## src/sv/assert_macros.svh

```systemverilog
// Assertion macros shared by the scheduler RTL.
// Depends on nothing; included by the modules that carry assertions.
`ifndef ASSERT_MACROS_SVH
`define ASSERT_MACROS_SVH

// Checks a property at every rising clock edge outside reset.
`define ASSERT_PROP(lbl, clk, rst_n, prop, msg) \
	lbl: assert property (@(posedge clk) disable iff (!rst_n) (prop)) else $error(msg);

// Checks that the consequent holds in the cycle after the antecedent.
`define ASSERT_NEXT(lbl, clk, rst_n, ante, cons, msg) \
	lbl: assert property (@(posedge clk) disable iff (!rst_n) (ante) |=> (cons)) else $error(msg);

`endif

```

## src/sv/pps_pkg.sv

```systemverilog
// Types and constants of the preemptive priority scheduler.
// Used by pps_cell and preemptive_priority_scheduler_top; depends on nothing.
`default_nettype none

package pps_pkg;

	localparam int LEN_BITS = 16;
	localparam int OUT_TIME_BITS = 16;

	localparam logic OP_ARRIVE = 1'b0;
	localparam logic OP_TICK = 1'b1;

	typedef struct packed {
		logic op;
		logic [3:0] pid;
		logic [7:0] prio;
		logic [15:0] burst;
	} req_t;

	typedef struct packed {
		logic idle;
		logic [3:0] run_pid;
		logic [15:0] tick_time;
		logic done_res;
		logic [15:0] finish_time;
		logic [15:0] turnaround;
		logic [15:0] waiting;
		logic [15:0] response;
	} rsp_t;

	typedef struct packed {
		logic en;
		logic done;
	} upd_t;

	typedef enum logic [1:0] {
		ST_IDLE,
		ST_SCAN,
		ST_EVAL,
		ST_OUT
	} state_t;

endpackage

`default_nettype wire

```

## src/sv/pps_cell.sv

```systemverilog
// One process slot of the scheduler chain: holds the slot and passes the best candidate on.
// Depends on pps_pkg and assert_macros.svh; instantiated by preemptive_priority_scheduler_top.
`default_nettype none
`include "assert_macros.svh"

module pps_cell #(
	parameter int SLOTS = 16,
	parameter int TIME_BITS = 16,
	parameter int PRIO_BITS = 8,
	parameter int CELL_ID = 0,
	localparam int IW = $clog2(SLOTS),
	localparam int CAND_W = 2 + IW + PRIO_BITS + 2 * pps_pkg::LEN_BITS + 2 * TIME_BITS
) (
	input wire logic clk,
	input wire logic arst_n,
	input wire logic wr_en,
	input wire logic [IW-1:0] wr_id,
	input wire logic [PRIO_BITS-1:0] wr_prio,
	input wire logic [pps_pkg::LEN_BITS-1:0] wr_burst,
	input wire logic [TIME_BITS-1:0] wr_now,
	input wire pps_pkg::upd_t upd,
	input wire logic [IW-1:0] upd_id,
	input wire logic [TIME_BITS-1:0] upd_t0,
	input wire logic [CAND_W-1:0] cand_in,
	output logic [CAND_W-1:0] cand_out
);

	typedef struct packed {
		logic found;
		logic [IW-1:0] id;
		logic [PRIO_BITS-1:0] prio;
		logic [pps_pkg::LEN_BITS-1:0] ran;
		logic [pps_pkg::LEN_BITS-1:0] burst;
		logic [TIME_BITS-1:0] arrival;
		logic started;
		logic [TIME_BITS-1:0] first_run;
	} cand_t;

	localparam logic [IW-1:0] MY_ID = IW'(CELL_ID);

	logic valid_q;
	logic started_q;
	logic [PRIO_BITS-1:0] prio_q;
	logic [pps_pkg::LEN_BITS-1:0] burst_q;
	logic [pps_pkg::LEN_BITS-1:0] ran_q;
	logic [TIME_BITS-1:0] arrival_q;
	logic [TIME_BITS-1:0] first_run_q;
	cand_t cand_q;
	cand_t cin;
	cand_t self_c;
	cand_t nxt;
	logic wr_hit;
	logic upd_hit;

	assign wr_hit = wr_en && !valid_q && (wr_id == MY_ID);
	assign upd_hit = upd.en && (upd_id == MY_ID);
	assign cin = cand_t'(cand_in);
	assign cand_out = CAND_W'(cand_q);

	always_comb begin
		self_c.found = valid_q;
		self_c.id = MY_ID;
		self_c.prio = prio_q;
		self_c.ran = ran_q;
		self_c.burst = burst_q;
		self_c.arrival = arrival_q;
		self_c.started = started_q;
		self_c.first_run = first_run_q;
		if (valid_q && (!cin.found || (prio_q < cin.prio))) begin
			nxt = self_c;
		end else begin
			nxt = cin;
		end
	end

	always_ff @(posedge clk) begin
		cand_q <= nxt;
	end

	always_ff @(posedge clk or negedge arst_n) begin
		if (!arst_n) begin
			valid_q <= 1'b0;
			started_q <= 1'b0;
		end else if (wr_hit) begin
			valid_q <= 1'b1;
			started_q <= 1'b0;
		end else if (upd_hit) begin
			valid_q <= !upd.done;
			started_q <= !upd.done;
		end
	end

	always_ff @(posedge clk) begin
		if (wr_hit) begin
			prio_q <= wr_prio;
			burst_q <= wr_burst;
			ran_q <= '0;
			arrival_q <= wr_now;
		end else if (upd_hit) begin
			ran_q <= ran_q + pps_pkg::LEN_BITS'(1);
			if (!started_q) begin
				first_run_q <= upd_t0;
			end
		end
	end

	`ASSERT_NEXT(a_done_frees, clk, arst_n, upd_hit && upd.done, !valid_q && !started_q, "Finished slot was not freed.")
	`ASSERT_NEXT(a_arrival_loads, clk, arst_n, wr_hit, valid_q && (ran_q == '0), "Arrival did not load its slot.")

endmodule

`default_nettype wire

```

## src/sv/preemptive_priority_scheduler_top.sv

```systemverilog
// Preemptive priority scheduler: a chain of slot cells and the tick sequencer.
// Depends on pps_pkg, pps_cell and assert_macros.svh.
//
// Usage: items enter on req (req_valid/req_ready). An arrival (op = 0) writes the
// slot named by pid and gives no result; it is ignored when the slot
// is occupied, the burst is zero or pid is beyond the table. A tick (op = 1) runs
// the ready process with the lowest priority number, ties to the lowest id, and
// gives one result item on rsp (rsp_valid/rsp_ready).
// A tick sweeps the candidate through the chain of SLOTS cells, one cell a cycle,
// then applies the update in ST_EVAL and loads the result register in ST_OUT;
// the next item can be taken in the same cycle that rsp_valid rises. Arrivals
// are taken only in ST_IDLE, while no tick is in progress.
// The result register holds a finished item while new arrivals and ticks enter;
// if the receiver stalls, a later tick waits in its last step until the register
// is free, and req_ready stays low meanwhile.
// Reset empties every slot and sets time to zero; no clearing pass is needed.
`default_nettype none
`include "assert_macros.svh"

module preemptive_priority_scheduler_top #(
	parameter int SLOTS = 16,
	parameter int TIME_BITS = 16,
	parameter int PRIO_BITS = 8
) (
	input wire logic clk,
	input wire logic arst_n,
	input wire logic req_valid,
	output logic req_ready,
	input wire pps_pkg::req_t req,
	output logic rsp_valid,
	input wire logic rsp_ready,
	output pps_pkg::rsp_t rsp
);

	localparam int IW = $clog2(SLOTS);
	localparam int LB = pps_pkg::LEN_BITS;
	localparam int OB = pps_pkg::OUT_TIME_BITS;
	localparam int CAND_W = 2 + IW + PRIO_BITS + 2 * LB + 2 * TIME_BITS;
	localparam int WB = (TIME_BITS > LB) ? TIME_BITS : LB;
	localparam logic [WB-1:0] TMASK = WB'((64'd1 << TIME_BITS) - 64'd1);
	localparam logic [IW-1:0] LAST = IW'(SLOTS - 1);

	typedef struct packed {
		logic found;
		logic [IW-1:0] id;
		logic [PRIO_BITS-1:0] prio;
		logic [LB-1:0] ran;
		logic [LB-1:0] burst;
		logic [TIME_BITS-1:0] arrival;
		logic started;
		logic [TIME_BITS-1:0] first_run;
	} cand_t;

	pps_pkg::state_t state_q, state_d;
	logic [IW-1:0] cnt_q;
	logic [TIME_BITS-1:0] now_q;
	logic found_q;
	logic done_q;
	logic [IW-1:0] id_q;
	logic [TIME_BITS-1:0] t0_q;
	logic [TIME_BITS-1:0] tat_q;
	logic [TIME_BITS-1:0] resp_q;
	logic [LB-1:0] burst_q;
	logic rsp_valid_q;
	pps_pkg::rsp_t rsp_q;
	pps_pkg::rsp_t rsp_d;

	logic [CAND_W-1:0] chain [SLOTS+1];
	cand_t best;
	logic accept;
	logic wr_en;
	logic load_rsp;
	logic eval_done;
	logic [TIME_BITS-1:0] first_start;
	logic [WB-1:0] wait_full;
	pps_pkg::upd_t upd;

	assign accept = req_valid && req_ready;
	assign wr_en = accept && (req.op == pps_pkg::OP_ARRIVE) && (req.burst != '0)
		&& (int'(req.pid) < SLOTS);
	assign chain[0] = '0;
	assign best = cand_t'(chain[SLOTS]);
	assign eval_done = best.found && ((best.ran + LB'(1)) == best.burst);
	assign first_start = best.started ? best.first_run : now_q;
	assign upd = '{en: (state_q == pps_pkg::ST_EVAL) && best.found, done: eval_done};

	for (genvar g = 0; g < SLOTS; g++) begin : g_cell
		pps_cell #(
			.SLOTS(SLOTS),
			.TIME_BITS(TIME_BITS),
			.PRIO_BITS(PRIO_BITS),
			.CELL_ID(g)
		) u_cell (
			.clk(clk),
			.arst_n(arst_n),
			.wr_en(wr_en),
			.wr_id(IW'(req.pid)),
			.wr_prio(PRIO_BITS'(req.prio)),
			.wr_burst(req.burst),
			.wr_now(now_q),
			.upd(upd),
			.upd_id(best.id),
			.upd_t0(now_q),
			.cand_in(chain[g]),
			.cand_out(chain[g+1])
		);
	end

	always_comb begin
		state_d = state_q;
		req_ready = 1'b0;
		load_rsp = 1'b0;
		case (state_q)
			pps_pkg::ST_IDLE: begin
				req_ready = 1'b1;
				if (req_valid && (req.op == pps_pkg::OP_TICK)) begin
					state_d = pps_pkg::ST_SCAN;
				end
			end
			pps_pkg::ST_SCAN: begin
				if (cnt_q == LAST) begin
					state_d = pps_pkg::ST_EVAL;
				end
			end
			pps_pkg::ST_EVAL: begin
				state_d = pps_pkg::ST_OUT;
			end
			pps_pkg::ST_OUT: begin
				if (!rsp_valid_q || rsp_ready) begin
					load_rsp = 1'b1;
					state_d = pps_pkg::ST_IDLE;
				end
			end
			default: begin
				state_d = pps_pkg::ST_IDLE;
			end
		endcase
	end

	always_comb begin
		wait_full = (WB'(tat_q) - WB'(burst_q)) & TMASK;
		rsp_d = '0;
		rsp_d.idle = !found_q;
		rsp_d.tick_time = OB'(t0_q);
		if (found_q) begin
			rsp_d.run_pid = 4'(id_q);
		end
		if (done_q) begin
			rsp_d.done_res = 1'b1;
			rsp_d.finish_time = OB'(t0_q + TIME_BITS'(1));
			rsp_d.turnaround = OB'(tat_q);
			rsp_d.waiting = OB'(wait_full);
			rsp_d.response = OB'(resp_q);
		end
	end

	always_ff @(posedge clk or negedge arst_n) begin
		if (!arst_n) begin
			state_q <= pps_pkg::ST_IDLE;
			cnt_q <= '0;
			now_q <= '0;
			rsp_valid_q <= 1'b0;
		end else begin
			state_q <= state_d;
			if (state_q == pps_pkg::ST_SCAN) begin
				cnt_q <= cnt_q + IW'(1);
			end else begin
				cnt_q <= '0;
			end
			if (state_q == pps_pkg::ST_EVAL) begin
				now_q <= now_q + TIME_BITS'(1);
			end
			if (load_rsp) begin
				rsp_valid_q <= 1'b1;
			end else if (rsp_ready) begin
				rsp_valid_q <= 1'b0;
			end
		end
	end

	always_ff @(posedge clk) begin
		if (state_q == pps_pkg::ST_EVAL) begin
			found_q <= best.found;
			done_q <= eval_done;
			id_q <= best.id;
			t0_q <= now_q;
			burst_q <= best.burst;
			tat_q <= (now_q + TIME_BITS'(1)) - best.arrival;
			resp_q <= first_start - best.arrival;
		end
		if (load_rsp) begin
			rsp_q <= rsp_d;
		end
	end

	assign rsp_valid = rsp_valid_q;
	assign rsp = rsp_q;

	`ASSERT_NEXT(a_rsp_from_out, clk, arst_n, !rsp_valid_q && (state_q != pps_pkg::ST_OUT), !rsp_valid_q, "Result appeared without a finished tick.")
	`ASSERT_NEXT(a_time_step, clk, arst_n, state_q == pps_pkg::ST_EVAL, now_q == ($past(now_q) + TIME_BITS'(1)), "Time did not advance on a tick.")
	`ASSERT_PROP(a_done_not_idle, clk, arst_n, !(rsp_valid_q && rsp_q.done_res && rsp_q.idle), "Idle tick reported a finished process.")

endmodule

`default_nettype wire

```

## config.mk

```make
export PLATFORM = sky130hd
export DESIGN_NAME = preemptive_priority_scheduler_top
export DESIGN_NICKNAME = d
export VERILOG_FILES = /design/src/sv/pps_pkg.sv /design/src/sv/pps_cell.sv /design/src/sv/preemptive_priority_scheduler_top.sv
export VERILOG_INCLUDE_DIRS = /design/src /design/src/sv
export SDC_FILE = /design/constraint.sdc
export NUM_CORES = 2
export LEC_CHECK = 0
export BUFFER_PORTS_ARGS = -buffer_cell sky130_fd_sc_hd__buf_2
export CAP_MARGIN = 15
export CORE_ASPECT_RATIO = 1.4
export CORE_MARGIN = 3
export CORE_UTILIZATION = 35
export DETAILED_ROUTE_END_ITERATION = 10
export PLACE_DENSITY = 0.49
export SLEW_MARGIN = 20
export SYNTH_ARGS = -nofsm -noshare
export SYNTH_HDL_FRONTEND = slang
export SYNTH_SLANG_ARGS = --single-unit
```

## constraint.sdc

```tcl
create_clock -name clk -period 4.8 [get_ports clk]
set_input_delay 0.24 -clock clk [delete_from_list [all_inputs] [get_ports clk]]
set_output_delay 0.24 -clock clk [all_outputs]
set_load 0.005 [all_outputs]
```

==> metrics.md <==
| Metric | Value |
|---|---|
| Run status | finished, final reports clean |
| Unrepaired setup endpoints after global routing | no |
| Hpwl dp | 122,400 um |
| Count of final setup violators | 0 |
| CP endpoint kind | flop |
| Yosys cell types | 70 |
| Global-route wire length before repair | around 280,000 um |
| Total Routing Usage GR | 0.1374 |
| Class of the worst hold path | in2reg |
| Most frequent cells in the layout | sky130_fd_sc_hd__dfxtp_1, sky130_fd_sc_hd__mux2_2, sky130_fd_sc_hd__edfxtp_1, sky130_fd_sc_hd__nor2_1, sky130_fd_sc_hd__clkbuf_16 |
| Startpoint-to-endpoint class of the critical path | reg2reg |
| Height of the die | 604.5 um |
| Leading cell type in the layout, fill and taps excluded | sky130_fd_sc_hd__dfxtp_1 |
| Proportion of synthesized flip-flops having asynchronous set or reset | 0.02125 |
| Normalized max-slew margin | 0.3480 |
| Sequence of cells on the critical path | inv_1, ha_1, and4b_1, nand3b_1, nor3_2, buf_4, buf_4 |
| Critical path buffers and inverters | 3 |
| Site row count | 219 |
| Met1 routing resource usage after global routing | 0.1693 |
| CP max stage delay | between 0.5 and 0.6 ns |
| Die X-Extent | approximately 430 um |
| Number of vias after detailed routing | 44.14k |
| Count of pins on the block boundary | 121 |
| Share of the synthesized area in the top cell type | 0.3528 |
| Power density over the cells | around 650 nW/um2 |
| Synthesis Warnings | 0 |
| Global placement routability congestion | 0.8382 |
| Post-synth EDFFs | ~1.1k |
| Kind of launch point of the worst setup path | flop |
| Aggregate routed wire length | 179,600 um |
| Footprint of the multi-input gates | about 26,000 um2 |
| Post-synthesis cell count | between 5k and 6k |
| Clock Sinks | 2,588 |
| Clock latency on the worst-skew pair | roughly 0.90 ns |
| Min Clock Period, post-route | 3.588 ns |
| Drc violations | 0 |
| Setup slack, reg-to-reg | between 1 and 1.5 ns |
| Cell at the root of the clock tree | sky130_fd_sc_hd__clkbuf_16 |
| Residual overflow from global routing | 0 |
| Worst Path Required | 5.25 ns |
| Maximum count of clock buffers along a single path | 4 |
| Synth area leader | sky130_fd_sc_hd__edfxtp_1 |
| Average cell area after synthesis | 14.98 um2 |
| Post-Syn Area | between 80,000 and 90,000 um2 |
| Met2 routing resource usage after global routing | 0.2437 |
| Pre-Repair DR Iteration Count | 5 |
| Crit path max-delay family | simple AND/OR/NAND/NOR gates |
| Starting DRC count in detailed routing | about 1.9k |
| Sum of negative setup slack | 0 ns |
| CTS clock-pin slew for the worst setup and hold paths | approximately 0.070 ns |
| Most crowded layer after global routing | met2 |
| Maximum achievable frequency | 278.7 MHz |
| Hold violation total from the final report | 0 |
| Synthesis-to-layout area growth | 15.32% |
| Total number of H-tree levels | 4 |
| Data arrival at the endpoint of the critical path | 4.04 ns |
| Final Skew | about 0.092 ns |
| CTS Buf Count | between 200 and 250 |
| Primary flip-flop cell chosen by synthesis mapping | sky130_fd_sc_hd__dfxtp_1 |
| Post-Synthesis Net Count | around 6.2k |
| Floorplan die area | 262,100 um2 |
| Routed wire per std cell | 18.29 um |
| Port bufs | 120 |
| Slew at the pin with the worst max-slew slack | just under 1 ns |
| Leakage component of the power | around 38 nW |
| Post-CTS Resized | 0 |
| Crit path max-delay cell type | sky130_fd_sc_hd__and4b_1 |
| TritonCTS clock tree | built |
| Routed vias/inst | ~4.5 |
| Final period utilization | 0.7474 |
| Fill cells | around 23k |
| Maximum fanout along the worst path | 36 |
| Top post-synthesis cells by area | sky130_fd_sc_hd__edfxtp_1, sky130_fd_sc_hd__dfxtp_1, sky130_fd_sc_hd__mux2_2, sky130_fd_sc_hd__ha_1, sky130_fd_sc_hd__xor2_1 |
| Number of antenna violations at the first check in global routing | 7 |
| Number of maximum-capacitance constraint violations | 0 |
| Effective utilization at floorplan | 0.3522 |
| Met3 track utilization from global routing | 0.01984 |
| Maximum number of pins on one net before global-route repair | between 70 and 80 |
| Fin nets | 6,508 |
| Highest ir drop seen on vdd | approximately 0.30 mV |
| Sequential standard cell area | around 63,000 um2 |
| Number of pins exceeding their max-slew limit in the final report | 0 |
| Share of post-route cells with drive strength above 1 | 0.2770 |
| Number of flip-flops and latches in the synthesized netlist | approximately 2.6k |
| Placeable Area | 254,300 um2 |
| Most prevalent standard cell on the critical path | sky130_fd_sc_hd__buf_4 |
| Proportion of synthesized chip area in sequential cells | 0.6992 |
| Number of global-route vias before repair | 47.28k |
| Post-route antenna net violation count | 0 |
| Worst hold margin | around 0.23 ns |
[synth_stat cells, drive strengths merged, types with 3 or more instances]
library cell	n
mux2i	21
o21a	12
a21boi	13
o21ai	63
dfxtp	1481
nand2	130
buf	116
or4b	3
and2	122
o31a	3
dfrtp	55
a21o	72
ha	175
nor3b	9
nor2	344
edfxtp	1052
nor4	23
or3	26
and3	112
or2	39
a21oi	87
nor2b	22
xor2	167
nor3	42
a32oi	4
mux2	1102
or4	3
nand2b	30
nand4	71
and4	21
a31oi	17
a211oi	22
clkbuf	87
inv	171
fa	3
nand3	79
xnor2	152
[timing repair]
item / in CTS / in global routing
setup buffers: 0 / 0
hold buffers: 35 / 0
endpoints found under the hold margin: 428 / 0
[per-layer routing]
metal | part of all wire | routed length [um]
met5 | 0.00015 | 27
met4 | 0.034 | 6176
met3 | 0.032 | 5729
met2 | 0.50 | 89360
met1 | 0.44 | 78320
[logic make-up after synthesis]
logic type	count (synthesis)	share of synthesized area
adder cells (fa/ha/maj)	178	0.02512
buffers and inverters	374	0.01728
flip-flops	2588	0.6992
AO/OA/AOI/OAI	309	0.02180
AND/OR/NAND/NOR	1087	0.06447
XOR/XNOR	319	0.03120
multiplexers	1123	0.1409
[layout make-up]
cell class,instances,share of cell area
diodes,5,0.0001212
flip-flops and latches,2588,0.6064
clock inverters,91,0.007742
multi-input cells,3016,0.2496
inverters,171,0.006215
repair buffers,279,0.02016
well taps,3315,0.04016
clock buffers,356,0.06953
[state kept, by name, summed over array words and instances, names as in the netlist]
signal and count:
g_cell.u_cell.first_run_q 256, g_cell.u_cell.valid_q 16, state_q 2, cnt_q 4, burst_q 16, found_q 1, g_cell.u_cell.started_q 16, tat_q 16
g_cell.u_cell.arrival_q 256, done_q 1, g_cell.u_cell.ran_q 256, g_cell.u_cell.cand_out 1225, t0_q 16, rsp 86, g_cell.u_cell.burst_q 256, now_q 16
g_cell.u_cell.prio_q 128, resp_q 16, id_q 4, rsp_valid 1
[report_power, final]
group / switching (W) / total [W] / internal (W)
Sequential: 0.00291 / 0.0320 / 0.0291
Combinational: 0.00750 / 0.0158 / 0.00830
Clock: 0.00803 / 0.0190 / 0.0110
[path summary, 6_finish.rpt]
check / start / end / cells after the start
worst min-delay path: rsp_ready / rsp_valid / 4
worst min register to register: g_cell[6].u_cell.cand_out[73] / g_cell[7].u_cell.cand_out[73] / 1
max in group asynchronous: arst_n / g_cell[0].u_cell.valid_q / 4
worst max register to register: state_q[0] / g_cell[5].u_cell.prio_q[3] / 7
worst max-delay path: state_q[0] / g_cell[5].u_cell.prio_q[3] / 7
min in group asynchronous: arst_n / now_q[5] / 4
[through the flow]
stage	total power (W)	utilization	instances	instance area, um2	setup slack, ns
global placement	0.04839	0.3733	9334	94920	0.6975
finish	0.06681	0.4061	9821	103300	1.212
floorplan	0.04348	-	5978	89550	0.3119
global route	0.07086	0.4061	9818	103300	0.9817
detailed placement	0.04848	0.3733	9334	94920	0.7275
CTS	0.06801	0.4061	9816	103300	1.102
[worst reg2reg max path: stages, from the launching register on]
cell and delay, ns:
sky130_fd_sc_hd__dfrtp_1 0.42, sky130_fd_sc_hd__inv_1 0.14, sky130_fd_sc_hd__ha_1 0.27, sky130_fd_sc_hd__and4b_1 0.59
sky130_fd_sc_hd__nand3b_1 0.54, sky130_fd_sc_hd__nor3_2 0.35, sky130_fd_sc_hd__buf_4 0.34, sky130_fd_sc_hd__buf_4 0.45
Note: power is estimated with default switching activity, not from simulation.
